[config.mk]
export PLATFORM = sky130hd
export DESIGN_NAME = tli_ram
export DESIGN_NICKNAME = d
export VERILOG_FILES = /design/src/sv/table_linear_interpolator_unit_defines.svh /design/src/sv/tli_ram.sv
export SDC_FILE = /design/constraint.sdc
export NUM_CORES = 1
export LEC_CHECK = 0
export ABC_AREA = 0
export BUFFER_PORTS_ARGS = -buffer_cell sky130_fd_sc_hd__buf_2
export CAP_MARGIN = 20
export CORE_MARGIN = 2
export CORE_UTILIZATION = 48
export DETAILED_ROUTE_END_ITERATION = 10
export PLACE_DENSITY = 0.71
export SYNTH_ARGS = -nofsm -noshare
export SYNTH_HDL_FRONTEND = slang
export SYNTH_SLANG_ARGS = --single-unit
[constraint.sdc]
create_clock -name clk -period 4.1 [get_ports clk]
set_input_delay 0.82 -clock clk [delete_from_list [all_inputs] [get_ports clk]]
set_output_delay 0.82 -clock clk [all_outputs]
set_load 0.03 [all_outputs]
[src/sv/table_linear_interpolator_unit_defines.svh]
// Assertion macros shared by the RTL files.
`ifndef TABLE_LINEAR_INTERPOLATOR_UNIT_DEFINES_SVH
`define TABLE_LINEAR_INTERPOLATOR_UNIT_DEFINES_SVH

// The consequent must hold in the same cycle as the antecedent.
`define TLI_ASSERT_IMP(label, clk, rst_n, ante, cons, msg) \
    label: assert property (@(posedge clk) disable iff (!rst_n) (ante) |-> (cons)) \
        else $error(msg);

// The consequent must hold in the cycle after the antecedent.
`define TLI_ASSERT_NEXT(label, clk, rst_n, ante, cons, msg) \
    label: assert property (@(posedge clk) disable iff (!rst_n) (ante) |=> (cons)) \
        else $error(msg);

`endif

[src/sv/tli_ram.sv]
module tli_ram #(
    parameter int WIDTH = 32,
    parameter int DEPTH = 32
) (
    input  logic                     clk,
    input  logic                     we,
    input  logic [$clog2(DEPTH)-1:0] waddr,
    input  logic [WIDTH-1:0]         wdata,
    input  logic                     re,
    input  logic [$clog2(DEPTH)-1:0] raddr,
    output logic [WIDTH-1:0]         rdata
);

    logic [WIDTH-1:0] mem [DEPTH];
    logic [WIDTH-1:0] rdata_reg;

    always_ff @(posedge clk)
    begin
        if (we)
        begin
            mem[waddr] <= wdata;
        end
        if (re)
        begin
            rdata_reg <= mem[raddr];
        end
    end

    assign rdata = rdata_reg;

endmodule

---- After elaboration in Yosys (flattened, before gate mapping) ----
Memory sizes are Yosys's and may differ from the RTL's. A register that Yosys moved wholly into a read port is not among the register bits.
Index checks and enable logic that the tools add are counted.
operators by class
  mux-type cells .......................... 2
operators with widths
  cell     count
  $mux W1  2
storage, ports and cells
  bits in registers ....................... 0
  RAM bits ................................ 1024
  input bits .............................. 45
  output and inout port bits .............. 32
  memories ................................ 1
memory list
  name  depth  bits a word  read ports  clocked after memory_dff  wr ports  line           text
  mem   32     32           1           1                         1         tli_ram.sv:14  logic [WIDTH-1:0] mem [DEPTH];

---- Depth between registers and ports, before layout ----
  depth after elaboration ................. 2
  mapped depth ............................ 8

---- Worst setup path before layout ----
No wires, ideal clock.
  kind .................................... input -> register
  from .................................... in waddr[1]
  to ...................................... mem mem[12][0] (enable)
  library setup time ...................... 421 ps
  arrival ................................. 2833 ps
  path slack .............................. 846 ps
  stages .................................. 3
  buffers on the path ..................... 1
  cell sequence ........................... or3b_2 -> clkbuf_1 -> nor2_1
RTL lines
  what         line           text
  from (decl)  tli_ram.sv:7   input logic [$clog2(DEPTH)-1:0] waddr,
  to (decl)    tli_ram.sv:14
No word-level cell before the write port.

==> results by group <==
STA
  • Slew @ Worst Pin: 1.14 ns
  • Sum Neg Setup Slack: 0 ns
  • Fmax: 0.389 GHz
  • Final Hold Fails: 0
  • Final worst setup slack: 1.53 ns
  • Final Cycle Share: 0.627
  • Fin crit period: 2.57 ns
  • Slew Limit Fails: 0
  • Clock Skews: 0.0283 ns
  • RSZ-0062 raised after global routing: no
  • Final setup fails: 0
  • Relative slew slack: 0.237

Drt
  • DRC viols: 0
  • Antenna-violating nets left: 0
  • Vias: 21300
  • Final WL: 96000 um
  • Vias per cell: 5.90
  • DRT iter0 DRCs: 2155
  • DRT Pass-1 Iters: 5
  • Wire per inst: 26.5 um

Floorplanning
  • DIE AREA: 87400 um^2
  • Height of the die: 296 um
  • Initial Utilization: 0.486
  • Row cnt: 106
  • Top-level port count: 77
  • Core ar.: 84000 um^2
  • Die X: 296 um

Global route
  • First-pass GRT wire length: 140000 um
  • Largest net degree at the start of global routing: 104
  • Vias in the first global route: 21500
  • Total grt overflow: 0
  • Total track usage: 0.220
  • Initial antenna violation count: 3

Worst setup path
  • Critical path arrival: 2.93 ns
  • Crit path max-delay cell type: a31oi_1
  • CP Capture Type: register
  • Startpoint types: input port
  • Crit-path max FO: 48
  • Crit path buf inv count: 3
  • CP delay by family, top: buffers and inverters
  • Critical path, cell by cell: buf_8 -> buf_12 -> buf_12 -> mux2i_1 -> a22oi_1 -> a31oi_1 -> nand3_1
  • CP Class: input port to register
  • CP max stage delay: 0.54 ns
  • Worst EP required: 4.46 ns
  • CP dominant cell by count: buf_12

Logic synthesis
  • Gate count of the mapped netlist: 2260
  • Post-synth EDFFs: 1056
  • Post-synthesis net count: 2305
  • Area leader, netlist: edfxtp_1
  • Synth unique cells: 24
  • Yosys top cell area share: 0.777
  • Post-Syn Area per Cell: 18.1 um^2
  • Post-synthesis register bit count: 1056
  • Area contributors post-synth: edfxtp_1, mux2i_1, a22oi_1
  • Mapped Area: 40800 um^2
  • Synth warn: 0
  • Post-synth ARST share: 0
  • Top_reg_cell synth: edfxtp_1
  • Seq/Total Area, Yosys: 0.777

Placement
  • Placed cell count: 3427
  • DPL Wire Length: 55100 um
  • Gpl congestion: 0.808
  • Pre-CTS setup slack: 0.856 ns
  • # port buffers: 76

Clock network
  • CTS tree: built
  • Deepest clock path buffer count: 3
  • Clk root buf: clkbuf_16
  • Clock buffer count from CTS: 100
  • Worst-path clk slew: 0.06 ns
  • Clk_lat worst skew: 0.68 ns
  • Setup Buffers After CTS: 0
  • Post-CTS sizing: 0
  • Clk sinks: 1056
  • CTS H-Tree Depth: 3
  • Post-CTS Hold Buffers: 0

Power
  • Peak supply drop: 0.000288 V
  • Power per cell area: 485 nW/um^2
  • Pleak: 0.0161 uW

Hold path
  • HP Class: input port to register

Cells and area
  • Max FFs per register: 1024
  • Area growth, synth to finish: 13.7%
  • Fin nets: 2440
  • Antenna fix cells: 0
  • Layout cells sized above 1: 0.139
  • Fin cells: 3616
  • Final Util: 0.553

Job
  • Max-capacitance violation count: 0

Run status
  • Status: finished clean
-- cell usage in the layout, fill, tap and decap left out --
| master | instances |
|---|---|
| or2_2 | 1 |
| buf_2 | 75 |
| buf_12 | 29 |
| nor3_1 | 32 |
| buf_4 | 55 |
| and2_4 | 1 |
| and2b_4 | 1 |
| or3b_2 | 3 |
| a21oi_1 | 96 |
| inv_6 | 1 |
| clkbuf_1 | 21 |
| nand2_1 | 97 |
| or3_1 | 1 |
| nor2_1 | 1 |
| buf_8 | 1 |
| nand3_1 | 98 |
| bufinv_16 | 10 |
| edfxtp_1 | 1056 |
| nand3b_1 | 5 |
| a22oi_1 | 96 |
| clkinvlp_4 | 4 |
| a22o_1 | 64 |
| clkinv_1 | 27 |
| clkinv_2 | 18 |
| nand2_2 | 1 |
| inv_16 | 2 |
| mux2i_1 | 512 |
| inv_8 | 1 |
| nor2b_4 | 1 |
| clkbuf_16 | 105 |
| nor2_4 | 33 |
| a31oi_1 | 32 |
| nand2b_2 | 2 |
-- power by group --
part | total (uW) | switching, uW | internal (uW)
Sequential | 12100 | 60.6 | 12100
Clock | 9200 | 3890 | 5310
Combinational | 1180 | 812 | 370
Total | 22500 | 4760 | 17700
-- stage by stage --
stage	hold WS (ns)	cell area, um^2	total power, uW
after floorplan	0.629	40800	13000
after global placement	0.650	43100	13500
after detailed placement	0.666	43100	13500
after CTS	0.603	46400	22600
after global routing	0.618	46400	23100
final	0.643	46400	22500
-- routing by layer --
layer / track usage / wire length, um
met5: 0 / 21
met4: 0.0843 / 3190
met3: 0.0364 / 6870
met2: 0.360 / 46900
met1: 0.296 / 39000
-- path summary, 6_finish.rpt --
kind / start / to / slack [ns] / cells past startpoint
worst max-delay path: raddr[0] / rdata[22]$_DFFE_PP_ / 1.53 / 7
worst min-delay path: re / rdata[29]$_DFFE_PP_ / 0.64 / 1
worst max register to register: mem[7][22]$_DFFE_PP_ / rdata[22]$_DFFE_PP_ / 2.32 / 5
worst min register to register: mem[16][31]$_DFFE_PP_ / rdata[31]$_DFFE_PP_ / 0.68 / 4
-- cell type report --
cell class	count	area [um^2]
multi-input combinational	1077	8610
tap	1134	1420
clock inverter	63	582
fill	6279	37500
clock buffer	126	2710
timing repair buffer	160	1380
sequential	1056	31700
-- kinds of logic after synthesis --
family,Yosys count,synth area share
flops,1056,0.777
mux,512,0.126
compound gates,288,0.0481
simple gates,277,0.0308
buf+inv,127,0.0185
-- cells in the mapped netlist (all sizes together) (32+ instances only) --
cell and n:
nor3 32, nor2 34, a31oi 32, edfxtp 1056
nand3 98, nand2 98, a22oi 96, buf 79
a22o 64, mux2i 512, a21oi 96, clkbuf 48
No activity file was read; power rests on OpenSTA's default activity.
