### config.mk
export PLATFORM = sky130hd
export DESIGN_NAME = tli_seq
export DESIGN_NICKNAME = d
export VERILOG_FILES = /design/src/sv/tli_pkg.sv /design/src/sv/tli_div.sv /design/src/sv/tli_seq.sv
export VERILOG_INCLUDE_DIRS = /design/src /design/src/sv
export SDC_FILE = /design/constraint.sdc
export NUM_CORES = 2
export LEC_CHECK = 0
export BUFFER_PORTS_ARGS = -buffer_cell sky130_fd_sc_hd__clkbuf_2
export CELL_PAD_IN_SITES_DETAIL_PLACEMENT = 1
export CELL_PAD_IN_SITES_GLOBAL_PLACEMENT = 1
export CORE_AREA = 2 2 377 379
export CTS_CLUSTER_SIZE = 28
export DETAILED_ROUTE_END_ITERATION = 12
export DIE_AREA = 0 0 379 381
export PLACE_DENSITY = 0.92
export SETUP_SLACK_MARGIN = 0.02
export SYNTH_ARGS = -nofsm -noshare
export SYNTH_HDL_FRONTEND = slang
export SYNTH_SLANG_ARGS = --single-unit
### constraint.sdc
create_clock -name clk -period 9.1 [get_ports clk]
set_input_delay 0.455 -clock clk [delete_from_list [all_inputs] [get_ports clk]]
set_output_delay 0.455 -clock clk [all_outputs]
set_load 0.02 [all_outputs]
### src/sv/table_linear_interpolator_unit_defines.svh
// Assertion macros shared by the RTL files.
`ifndef TABLE_LINEAR_INTERPOLATOR_UNIT_DEFINES_SVH
`define TABLE_LINEAR_INTERPOLATOR_UNIT_DEFINES_SVH

// The consequent must hold in the same cycle as the antecedent.
`define TLI_ASSERT_IMP(label, clk, rst_n, ante, cons, msg) \
    label: assert property (@(posedge clk) disable iff (!rst_n) (ante) |-> (cons)) \
        else $error(msg);

// The consequent must hold in the cycle after the antecedent.
`define TLI_ASSERT_NEXT(label, clk, rst_n, ante, cons, msg) \
    label: assert property (@(posedge clk) disable iff (!rst_n) (ante) |=> (cons)) \
        else $error(msg);

`endif

### src/sv/tli_pkg.sv
package tli_pkg;

    localparam int TABLE_DEPTH   = 32;
    localparam int IDX_W         = $clog2(TABLE_DEPTH);
    localparam int LEN_W         = $clog2(TABLE_DEPTH + 1);
    localparam int SIDX_W        = LEN_W + 1;
    localparam int DATA_W        = 32;
    localparam int PROD_W        = 2 * DATA_W;
    localparam int DIV_RADIX_W   = 2;
    localparam int DIV_STEPS     = PROD_W / DIV_RADIX_W;
    localparam int DIV_CNT_W     = $clog2(DIV_STEPS);

    localparam logic KIND_WRITE  = 1'b0;
    localparam logic KIND_LOOKUP = 1'b1;

    localparam logic REG_KEY_COLUMN   = 1'b0;
    localparam logic REG_TABLE_LENGTH = 1'b1;

    typedef enum logic [3:0] {
        S_IDLE,
        S_END_FIRST,
        S_END_LAST,
        S_CHECK,
        S_EVAL,
        S_FETCH_HIT,
        S_FETCH_NEIGHBOR,
        S_MUL,
        S_DIV_START,
        S_DIV_WAIT,
        S_OUT
    } seq_state_t;

    typedef enum logic [1:0] {
        DIV_IDLE,
        DIV_RUN,
        DIV_DONE
    } div_state_t;

    typedef struct packed {
        logic             en;
        logic [IDX_W-1:0] addr;
    } rd_req_t;

    typedef struct packed {
        logic              en;
        logic [IDX_W-1:0]  addr;
        logic [DATA_W-1:0] first;
        logic [DATA_W-1:0] second;
    } wr_req_t;

    typedef struct packed {
        logic              start;
        logic [PROD_W-1:0] dividend;
        logic [DATA_W-1:0] divisor;
    } div_req_t;

endpackage

### src/sv/tli_div.sv
`include "table_linear_interpolator_unit_defines.svh"

module tli_div (
    input  logic                            clk,
    input  logic                            rst_n,
    input  tli_pkg::div_req_t               req,
    output logic                            done,
    output logic [tli_pkg::DATA_W-1:0]      quot
);

    tli_pkg::div_state_t              state_reg, state_next;
    logic [tli_pkg::DIV_CNT_W-1:0]    cnt_reg, cnt_next;
    logic [tli_pkg::DATA_W-1:0]       rem_reg, rem_next;
    logic [tli_pkg::PROD_W-1:0]       dvd_reg, dvd_next;
    logic [tli_pkg::DATA_W-1:0]       dvs_reg, dvs_next;
    logic                             neg_reg, neg_next;
    logic                             zero_reg, zero_next;
    logic [tli_pkg::DATA_W-1:0]       step_rem;
    logic [tli_pkg::PROD_W-1:0]       step_dvd;
    logic [tli_pkg::DATA_W:0]         trial;

    // Restoring division, two quotient bits per cycle. The quotient bits
    // shift into the low end of the dividend register.
    always_comb
    begin
        step_rem = rem_reg;
        step_dvd = dvd_reg;
        trial    = '0;
        for (int k = 0; k < tli_pkg::DIV_RADIX_W; k++)
        begin
            trial    = {step_rem, step_dvd[tli_pkg::PROD_W-1]};
            step_dvd = {step_dvd[tli_pkg::PROD_W-2:0], 1'b0};
            if (trial >= {1'b0, dvs_reg})
            begin
                trial       = trial - {1'b0, dvs_reg};
                step_dvd[0] = 1'b1;
            end
            step_rem = trial[tli_pkg::DATA_W-1:0];
        end
    end

    always_comb
    begin
        state_next = state_reg;
        cnt_next   = cnt_reg;
        rem_next   = rem_reg;
        dvd_next   = dvd_reg;
        dvs_next   = dvs_reg;
        neg_next   = neg_reg;
        zero_next  = zero_reg;
        done       = 1'b0;
        case (state_reg)
            tli_pkg::DIV_IDLE:
            begin
                if (req.start)
                begin
                    rem_next   = '0;
                    dvd_next   = req.dividend[tli_pkg::PROD_W-1] ? -req.dividend
                                                                 : req.dividend;
                    dvs_next   = req.divisor[tli_pkg::DATA_W-1] ? -req.divisor
                                                                : req.divisor;
                    neg_next   = req.dividend[tli_pkg::PROD_W-1]
                               ^ req.divisor[tli_pkg::DATA_W-1];
                    zero_next  = (req.divisor == '0);
                    cnt_next   = '0;
                    state_next = tli_pkg::DIV_RUN;
                end
            end
            tli_pkg::DIV_RUN:
            begin
                rem_next = step_rem;
                dvd_next = step_dvd;
                cnt_next = cnt_reg + tli_pkg::DIV_CNT_W'(1);
                if (cnt_reg == tli_pkg::DIV_CNT_W'(tli_pkg::DIV_STEPS - 1))
                begin
                    state_next = tli_pkg::DIV_DONE;
                end
            end
            tli_pkg::DIV_DONE:
            begin
                done       = 1'b1;
                state_next = tli_pkg::DIV_IDLE;
            end
            default:
            begin
                state_next = tli_pkg::DIV_IDLE;
            end
        endcase
    end

    assign quot = zero_reg ? '0
                : (neg_reg ? -dvd_reg[tli_pkg::DATA_W-1:0] : dvd_reg[tli_pkg::DATA_W-1:0]);

    always_ff @(posedge clk or negedge rst_n)
    begin
        if (!rst_n)
        begin
            state_reg <= tli_pkg::DIV_IDLE;
            cnt_reg   <= '0;
        end
        else
        begin
            state_reg <= state_next;
            cnt_reg   <= cnt_next;
        end
    end

    always_ff @(posedge clk)
    begin
        rem_reg  <= rem_next;
        dvd_reg  <= dvd_next;
        dvs_reg  <= dvs_next;
        neg_reg  <= neg_next;
        zero_reg <= zero_next;
    end

    `TLI_ASSERT_IMP(a_div_start_idle, clk, rst_n, req.start, state_reg == tli_pkg::DIV_IDLE, "Divider started while busy.")

endmodule

### src/sv/tli_seq.sv
`include "table_linear_interpolator_unit_defines.svh"

module tli_seq (
    input  logic                                 clk,
    input  logic                                 rst_n,
    input  logic                                 in_valid,
    output logic                                 in_ready,
    input  logic                                 kind,
    input  logic [4:0]                           entry_index,
    input  logic signed [31:0]                   entry_first,
    input  logic signed [31:0]                   entry_second,
    input  logic signed [31:0]                   lookup_ref,
    output logic                                 out_valid,
    input  logic                                 out_ready,
    output logic signed [31:0]                   interp_value,
    input  logic                                 key_column,
    input  logic [5:0]                           table_length,
    output tli_pkg::wr_req_t                     wr_req,
    output tli_pkg::rd_req_t                     rd_req,
    input  logic [tli_pkg::DATA_W-1:0]           rd_first,
    input  logic [tli_pkg::DATA_W-1:0]           rd_second
);

    tli_pkg::seq_state_t                    state_reg, state_next;
    logic [tli_pkg::LEN_W-1:0]              len_reg, len_next;
    logic                                   out_valid_reg, out_valid_next;
    logic signed [tli_pkg::DATA_W-1:0]      value_reg, value_next;
    logic signed [tli_pkg::DATA_W-1:0]      ref_reg, ref_next;
    logic signed [tli_pkg::DATA_W-1:0]      key0_reg, key0_next;
    logic                                   asc_reg, asc_next;
    logic signed [tli_pkg::SIDX_W-1:0]      lo_reg, lo_next;
    logic signed [tli_pkg::SIDX_W-1:0]      hi_reg, hi_next;
    logic signed [tli_pkg::SIDX_W-1:0]      idx_reg, idx_next;
    logic                                   clamp_reg, clamp_next;
    logic signed [tli_pkg::DATA_W-1:0]      keyi_reg, keyi_next;
    logic signed [tli_pkg::DATA_W-1:0]      outi_reg, outi_next;
    logic signed [tli_pkg::DATA_W-1:0]      numa_reg, numa_next;
    logic signed [tli_pkg::DATA_W-1:0]      numb_reg, numb_next;
    logic signed [tli_pkg::DATA_W-1:0]      den_reg, den_next;
    logic signed [tli_pkg::DATA_W-1:0]      base_reg, base_next;
    logic signed [tli_pkg::PROD_W-1:0]      prod_reg, prod_next;
    logic signed [tli_pkg::DATA_W-1:0]      res_reg, res_next;

    logic signed [tli_pkg::DATA_W-1:0]      key_data;
    logic signed [tli_pkg::DATA_W-1:0]      out_data;
    logic [tli_pkg::LEN_W-1:0]              len_clamp;
    logic signed [tli_pkg::SIDX_W-1:0]      len_s;
    logic signed [tli_pkg::SIDX_W-1:0]      half;
    logic signed [tli_pkg::SIDX_W-1:0]      mid;
    logic signed [tli_pkg::SIDX_W-1:0]      found;
    logic                                   out_load;
    tli_pkg::div_req_t                      div_req;
    logic                                   div_done;
    logic [tli_pkg::DATA_W-1:0]             div_quot;

    tli_div u_div (
        .clk   (clk),
        .rst_n (rst_n),
        .req   (div_req),
        .done  (div_done),
        .quot  (div_quot)
    );

    assign key_data = key_column ? rd_second : rd_first;
    assign out_data = key_column ? rd_first : rd_second;

    assign len_clamp = (table_length == '0) ? tli_pkg::LEN_W'(1)
                     : ((32'(table_length) > tli_pkg::TABLE_DEPTH)
                        ? tli_pkg::LEN_W'(tli_pkg::TABLE_DEPTH) : table_length);
    assign len_s = $signed({1'b0, len_reg});
    assign half  = (hi_reg - lo_reg) >>> 1;
    assign mid   = asc_reg ? (lo_reg + half) : (hi_reg - half);
    assign found = asc_reg ? lo_reg : hi_reg;

    always_comb
    begin
        state_next = state_reg;
        len_next   = len_reg;
        ref_next   = ref_reg;
        key0_next  = key0_reg;
        asc_next   = asc_reg;
        lo_next    = lo_reg;
        hi_next    = hi_reg;
        idx_next   = idx_reg;
        clamp_next = clamp_reg;
        keyi_next  = keyi_reg;
        outi_next  = outi_reg;
        numa_next  = numa_reg;
        numb_next  = numb_reg;
        den_next   = den_reg;
        base_next  = base_reg;
        prod_next  = prod_reg;
        res_next   = res_reg;
        in_ready   = 1'b0;
        out_load   = 1'b0;
        rd_req     = '0;
        div_req    = '0;
        wr_req.en     = 1'b0;
        wr_req.addr   = tli_pkg::IDX_W'(entry_index);
        wr_req.first  = entry_first;
        wr_req.second = entry_second;
        case (state_reg)
            tli_pkg::S_IDLE:
            begin
                in_ready = 1'b1;
                if (in_valid)
                begin
                    if (kind == tli_pkg::KIND_WRITE)
                    begin
                        wr_req.en = (32'(entry_index) < tli_pkg::TABLE_DEPTH);
                    end
                    else
                    begin
                        ref_next    = lookup_ref;
                        len_next    = len_clamp;
                        rd_req.en   = 1'b1;
                        rd_req.addr = '0;
                        state_next  = tli_pkg::S_END_FIRST;
                    end
                end
            end
            tli_pkg::S_END_FIRST:
            begin
                key0_next   = key_data;
                rd_req.en   = 1'b1;
                rd_req.addr = tli_pkg::IDX_W'(len_reg - tli_pkg::LEN_W'(1));
                state_next  = tli_pkg::S_END_LAST;
            end
            tli_pkg::S_END_LAST:
            begin
                asc_next = (key0_reg < key_data);
                if (key0_reg < key_data)
                begin
                    lo_next = '0;
                    hi_next = len_s;
                end
                else
                begin
                    lo_next = -tli_pkg::SIDX_W'(1);
                    hi_next = len_s - tli_pkg::SIDX_W'(1);
                end
                state_next = tli_pkg::S_CHECK;
            end
            tli_pkg::S_CHECK:
            begin
                rd_req.en = 1'b1;
                if (lo_reg < hi_reg)
                begin
                    rd_req.addr = tli_pkg::IDX_W'(mid);
                    idx_next    = mid;
                    state_next  = tli_pkg::S_EVAL;
                end
                else
                begin
                    idx_next = found;
                    if (asc_reg && (found >= len_s))
                    begin
                        clamp_next  = 1'b1;
                        rd_req.addr = tli_pkg::IDX_W'(len_reg - tli_pkg::LEN_W'(1));
                    end
                    else if (!asc_reg && (found < 0))
                    begin
                        clamp_next  = 1'b1;
                        rd_req.addr = '0;
                    end
                    else
                    begin
                        clamp_next  = 1'b0;
                        rd_req.addr = tli_pkg::IDX_W'(found);
                    end
                    state_next = tli_pkg::S_FETCH_HIT;
                end
            end
            tli_pkg::S_EVAL:
            begin
                if (asc_reg)
                begin
                    if (key_data < ref_reg)
                    begin
                        lo_next = idx_reg + tli_pkg::SIDX_W'(1);
                    end
                    else
                    begin
                        hi_next = idx_reg;
                    end
                end
                else
                begin
                    if (ref_reg > key_data)
                    begin
                        hi_next = idx_reg - tli_pkg::SIDX_W'(1);
                    end
                    else
                    begin
                        lo_next = idx_reg;
                    end
                end
                state_next = tli_pkg::S_CHECK;
            end
            tli_pkg::S_FETCH_HIT:
            begin
                keyi_next = key_data;
                outi_next = out_data;
                if (clamp_reg || (key_data == ref_reg)
                    || (asc_reg && (idx_reg == '0))
                    || (!asc_reg && (idx_reg == len_s - tli_pkg::SIDX_W'(1))))
                begin
                    res_next   = out_data;
                    state_next = tli_pkg::S_OUT;
                end
                else
                begin
                    rd_req.en   = 1'b1;
                    rd_req.addr = asc_reg ? tli_pkg::IDX_W'(idx_reg - tli_pkg::SIDX_W'(1))
                                          : tli_pkg::IDX_W'(idx_reg + tli_pkg::SIDX_W'(1));
                    state_next  = tli_pkg::S_FETCH_NEIGHBOR;
                end
            end
            tli_pkg::S_FETCH_NEIGHBOR:
            begin
                numa_next  = ref_reg - key_data;
                numb_next  = outi_reg - out_data;
                den_next   = keyi_reg - key_data;
                base_next  = out_data;
                state_next = tli_pkg::S_MUL;
            end
            tli_pkg::S_MUL:
            begin
                prod_next  = tli_pkg::PROD_W'(numa_reg) * tli_pkg::PROD_W'(numb_reg);
                state_next = tli_pkg::S_DIV_START;
            end
            tli_pkg::S_DIV_START:
            begin
                div_req.start    = 1'b1;
                div_req.dividend = prod_reg;
                div_req.divisor  = den_reg;
                state_next       = tli_pkg::S_DIV_WAIT;
            end
            tli_pkg::S_DIV_WAIT:
            begin
                if (div_done)
                begin
                    res_next   = base_reg + $signed(div_quot);
                    state_next = tli_pkg::S_OUT;
                end
            end
            tli_pkg::S_OUT:
            begin
                if (!out_valid_reg || out_ready)
                begin
                    out_load   = 1'b1;
                    state_next = tli_pkg::S_IDLE;
                end
            end
            default:
            begin
                state_next = tli_pkg::S_IDLE;
            end
        endcase
        out_valid_next = out_load ? 1'b1 : (out_ready ? 1'b0 : out_valid_reg);
        value_next     = out_load ? res_reg : value_reg;
    end

    assign out_valid    = out_valid_reg;
    assign interp_value = value_reg;

    always_ff @(posedge clk or negedge rst_n)
    begin
        if (!rst_n)
        begin
            state_reg     <= tli_pkg::S_IDLE;
            out_valid_reg <= 1'b0;
            len_reg       <= tli_pkg::LEN_W'(1);
        end
        else
        begin
            state_reg     <= state_next;
            out_valid_reg <= out_valid_next;
            len_reg       <= len_next;
        end
    end

    always_ff @(posedge clk)
    begin
        value_reg <= value_next;
        ref_reg   <= ref_next;
        key0_reg  <= key0_next;
        asc_reg   <= asc_next;
        lo_reg    <= lo_next;
        hi_reg    <= hi_next;
        idx_reg   <= idx_next;
        clamp_reg <= clamp_next;
        keyi_reg  <= keyi_next;
        outi_reg  <= outi_next;
        numa_reg  <= numa_next;
        numb_reg  <= numb_next;
        den_reg   <= den_next;
        base_reg  <= base_next;
        prod_reg  <= prod_next;
        res_reg   <= res_next;
    end

    `TLI_ASSERT_IMP(a_read_in_table, clk, rst_n, rd_req.en && (state_reg != tli_pkg::S_IDLE), rd_req.addr < len_reg, "Table read beyond the entries in use.")
    `TLI_ASSERT_IMP(a_search_window, clk, rst_n, state_reg == tli_pkg::S_CHECK, lo_reg <= hi_reg, "Search window inverted.")
    `TLI_ASSERT_IMP(a_div_done_wait, clk, rst_n, div_done, state_reg == tli_pkg::S_DIV_WAIT, "Divider finished outside the wait state.")
    `TLI_ASSERT_IMP(a_out_from_seq, clk, rst_n, $rose(out_valid_reg), $past(state_reg) == tli_pkg::S_OUT, "Result word appeared without a finished lookup.")

endmodule

==> results of run 1 <==
==> through the flow <==
step	worst slack, ns	area, sq um	utilization
after floorplan	1.09	71100	-
after global placement	0.595	73800	0.525
after detailed placement	0.0579	73800	0.525
after CTS	0.0290	77100	0.549
==> routing by layer <==
| metal | GRT usage | overflow |
|---|---|---|
| met1 | 0.744 | 62 |
| met2 | 0.863 | 253 |
| met5 | 0.646 | 17 |
| met4 | 0.742 | 222 |
| met3 | 0.747 | 86 |
==> logic make-up after synthesis <==
kind of cell | Yosys count | share of synthesized area
xor+xnor | 384 | 0.0473
flops | 555 | 0.233
compound gates | 1046 | 0.0932
mux | 113 | 0.0166
simple gates | 2036 | 0.140
fa+ha+maj | 1530 | 0.384
buf+inv | 1545 | 0.0854
==> Yosys cell counts (62+ instances only) <==
cell      count  area, sq um
inv_1      1185         4450
fa_1       1091        21800
nand2_1     779         2920
edfxtp_1    537        16100
and2_1      508         3180
ha_1        439         5490
nor2_1      318         1190
a21oi_1     300         1500
clkbuf_1    273         1020
o21ai_0     241         1210
xnor2_1     195         1710
xor2_1      189         1660
a21o_1      142         1070
mux2i_1      71          711
buf_4        70          526
nor3_1       63          315
nand3_1      62          310
==> repair_timing <==
action                                 CTS
endpoints found under the hold margin   48
buffers inserted                        70
hold buffers                            32
setup endpoints to repair                9
resized for setup                       10
==> impl_metrics.py, run 1 <==
metrics = {
    "run_status": {
        "outcome": "stopped before the end",
        "haltStage": "global routing",
        "error": "[ERROR GRT-0232] Routing congestion too high. Check the congestion heatmap in the GUI.",
    },
    "clock_tree": {
        "cts_made_buffers": 68,
        "root_buffer": "clkbuf_16",
        "clockBufferDepth": 3,
        "cts.htree.levels": 3,
        "clock_sinks": 555,
    },
    "yosys": {
        "yosysSeqAreaShare": 0.233,
        "synth_area_sq_um": 71100,
        "syn-instance-count": 7209,
        "ys.flop_type": "edfxtp_1",
        "syn-num-nets": 8916,
        "ys_async_sr_fraction": 0.0324,
        "synth_seq_cells": 555,
        "synth_cell_types": 80,
        "synth-edff-count": 537,
        "avgSynthCellArea_sq_um": 9.87,
        "yosys_warnings": 0,
    },
    "floorplan": {
        "rows": 138,
        "die_x_um": 379,
        "initial_core_util": 0.506,
        "design.portCount": 287,
        "die_h_um": 381,
    },
    "global_routing": {
        "grt_remaining_overflow": 640,
        "grt_start_max_net_pins": 74,
        "antenna_found_initial": 119,
        "grt_use_total": 0.776,
    },
    "sta": {
        "grt-worst-endpoint": "prod_reg[60]$_DFFE_PP_/D",
        "endpoint_type": "sequential cell input",
    },
    "placed_design": {
        "routabilityCongestion": 0.959,
        "portBuffers": 148,
        "dpl.cell_count": 9033,
        "dpl.hpwl_mm": 210,
    },
}
==> run 2: changes to the inputs <==
- CELL_PAD_IN_SITES_DETAIL_PLACEMENT: 1 -> not set
- CELL_PAD_IN_SITES_GLOBAL_PLACEMENT: 1 -> not set
- CORE_AREA: 2 2 377 379 -> 2 2 425 427
- CTS_CLUSTER_SIZE: 28 -> not set
- DIE_AREA: 0 0 379 381 -> 0 0 427 429
- PLACE_DENSITY: 0.92 -> not set
- PLACE_DENSITY_LB_ADDON: not set -> 0.15
- SETUP_SLACK_MARGIN: 0.02 -> not set
==> run 2 against run 1 <==
Against the previous run: the run now ends clean; synthesized cell count is the same; synthesized area is the same.
==> impl_metrics.py, run 2 <==
metrics = {
    "clock_tree": {
        "root_buffer": "clkbuf_16",
        "clock_latency_ns": 0.64,
        "clk_pin_slew_worst_paths_ns": 0.06,
        "clockBufferDepth": 3,
        "clock_sinks": 555,
        "cts.htree.levels": 3,
        "cts_tree": "yes",
        "cts_made_buffers": 69,
    },
    "yosys": {
        "yosys_warnings": 0,
        "synth_area_leader_cell": "fa_1",
        "synth_seq_cells": 555,
        "syn-instance-count": 7209,
        "ys_async_sr_fraction": 0.0324,
        "synth.top_cell.area_share": 0.307,
        "yosysSeqAreaShare": 0.233,
        "synth_area_leaders": "fa_1 31%, edfxtp_1 23%, ha_1 7.7%, inv_1 6.3%, and2_1 4.5%",
        "synth_common_cells": "1185 x inv_1, 1091 x fa_1, 779 x nand2_1, 537 x edfxtp_1, 508 x and2_1",
        "synth-edff-count": 537,
        "ys.flop_type": "edfxtp_1",
        "syn-num-nets": 8916,
        "synth.most_common_cell": "inv_1",
        "avgSynthCellArea_sq_um": 9.87,
        "synth_area_sq_um": 71100,
        "synth_cell_types": 80,
    },
    "finish": {
        "syn_to_final_growth_pct": 8.83,
        "layout-drive-gt1-share": 0.0735,
        "layout.cells.most_common": "inv_1",
        "nNetsFinal": 8997,
        "seq_area_sq_um": 16600,
        "multiInputGateArea_sq_um": 48600,
        "fillers": 17300,
        "final_cell_mix": "1184 x inv_1, 1091 x fa_1, 776 x nand2_1",
    },
    "floorplan": {
        "initial_core_util": 0.399,
        "rows": 155,
        "die_h_um": 429,
        "die_x_um": 427,
        "dieArea_sq_um": 183000,
        "core_area_sq_um": 178000,
        "design.portCount": 287,
    },
    "drt": {
        "routedWlPerCell_um": 22.1,
        "viasPerCell": 5.26,
        "routed_wl_mm": 214,
        "drc_errors": 0,
        "firstDrtPassIters": 6,
        "via_count": 51000,
        "antenna_left": 0,
        "drtIter0Drc": 3481,
    },
    "global_routing": {
        "grt_start_max_net_pins": 129,
        "grt_remaining_overflow": 0,
        "grt_use_total": 0.237,
        "grt_pass1_wl_mm": 330,
        "antenna_found_initial": 7,
        "grt_pass1_vias": 53700,
    },
    "sta": {
        "fmax_mhz": 114,
        "setup_viol": 0,
        "tns_ns": 0,
        "drv_slew": 0,
        "fin_skew_ns": 0.0352,
        "hold_viol": 0,
        "rsz0062_at_grt": "false",
        "max_slew_margin": 0.154,
        "finalCritPeriodShare": 0.966,
        "finalCriticalPeriod_ns": 8.79,
        "worst_pin_slew_ns": 1.27,
    },
    "run": {
        "maxCapViolations": 0,
    },
    "placed_design": {
        "portBuffers": 148,
        "routabilityCongestion": 0.930,
        "dpl.hpwl_mm": 173,
    },
    "run_status": {
        "outcome": "finished clean",
    },
    "worst_setup_path": {
        "path_cells": "buf_4 -> and2_1 -> fa_1 -> inv_1 -> fa_1 -> inv_1 -> fa_1 -> fa_1 -> fa_1 -> fa_1 -> fa_1 -> fa_1 -> ha_1 -> and3_1 -> and4_1 -> nand2_1 -> a211oi_2 -> o31a_1 -> o221ai_1 -> o211a_1 -> o31ai_1 -> a21oi_1 -> o21ai_0 -> xor2_1",
        "end_kind": "flop",
        "arrival_ns": 9.18,
        "crit_path_start_kind": "flop",
        "reg2reg_depth": 24,
        "critPathSlowestCell": "edfxtp_1",
        "cpMostUsedCell": "fa_1",
        "cp.required_ns": 9.48,
        "worstSetupPathType": "reg2reg",
        "critPathMaxStageDelay_ns": 0.97,
        "path_max_fanout": 19,
    },
    "worst_hold_path": {
        "holdPathStages": 1,
        "hold_path_class": "in2reg",
    },
}
## run 2: cell counts after synthesis
Identical to the previous run, type by type.
## run 2: per-layer routing
layer	global-route usage	vias up	share of wire
met5	0	-	0.000089
met4	0.0670	4	0.030
met3	0.0244	268	0.049
met2	0.409	1314	0.50
met1	0.313	26100	0.42
li1	-	23300	-
## run 2: what timing repair did
action | CTS | global route
resized for setup | 0 | 1
hold buffers | 28 | 0
setup buffers | 0 | 20
setup endpoints to repair | 0 | 10
endpoints found under the hold margin | 44 | 0
## run 2: worst max-delay path: cells and delay by family, from the launching register on
kind            cells  cell delay, ns
xor+xnor            1            0.08
compound gates      7            1.86
flops               1            0.97
fa+ha+maj           9            4.17
simple gates        4            0.86
buf+inv             3            0.60
## run 2: final cells by class
| type | count | area share |
|---|---|---|
| Antenna cell | 4 | 0.000129 |
| Clock inverter | 39 | 0.00529 |
| Clock buffer | 84 | 0.0236 |
| Tap cell | 2355 | 0.0381 |
| Multi-Input combinational cell | 5109 | 0.627 |
| Timing Repair Buffer | 370 | 0.0340 |
| Sequential cell | 555 | 0.214 |
| Inverter | 1185 | 0.0575 |
## run 2: path summary, 6_finish.rpt
path	from	endpoint	slack [ns]
max reg2reg	numb_reg[21]$_DFFE_PP_	prod_reg[62]$_DFFE_PP_	0.31
min reg2reg	res_reg[20]$_DFFE_PP_	interp_value[20]$_DFFE_PP_	0.41
min in group asynchronous	rst_n	out_valid$_DFFE_PN0P_	0.51
max	numb_reg[21]$_DFFE_PP_	prod_reg[62]$_DFFE_PP_	0.31
max in group asynchronous	rst_n	len_reg[0]$_DFFE_PN1P_	8.22
min	lookup_ref[30]	ref_reg[30]$_DFFE_PP_	0.05
## run 2: per-stage QoR
stage / util / worst slack [ns] / instance area (sq um) / instances / hold slack [ns]
after floorplan: - / 1.09 / 71100 / 7209 / 0.159
after global placement: 0.420 / 0.138 / 74700 / 9526 / 0.404
after detailed placement: 0.420 / 0.0641 / 74700 / 9526 / 0.405
after CTS: 0.434 / 0.0423 / 77200 / 9677 / 0.00286
after global routing: 0.435 / 0.0427 / 77400 / 9697 / 0.0235
final: 0.435 / 0.307 / 77400 / 9701 / 0.0460
## run 2: cell families (layout without fill, tap and decap cells)
logic type                 Yosys count  in the layout  share of synthesized area
DFF                                555            555                      0.233
muxes                              113            113                     0.0166
xor gates and xnor gates           384            384                     0.0473
buffers and inverters             1545           1678                     0.0854
other                                0              4                          0
and+or+nand+nor                   2036           2036                      0.140
AOI/OAI and AO/OA                 1046           1046                     0.0932
adders and majority gates         1530           1530                      0.384
Power of run 2 is not shown: default switching activity piles up to over one toggle a cycle in this logic, so the estimate is an artifact.
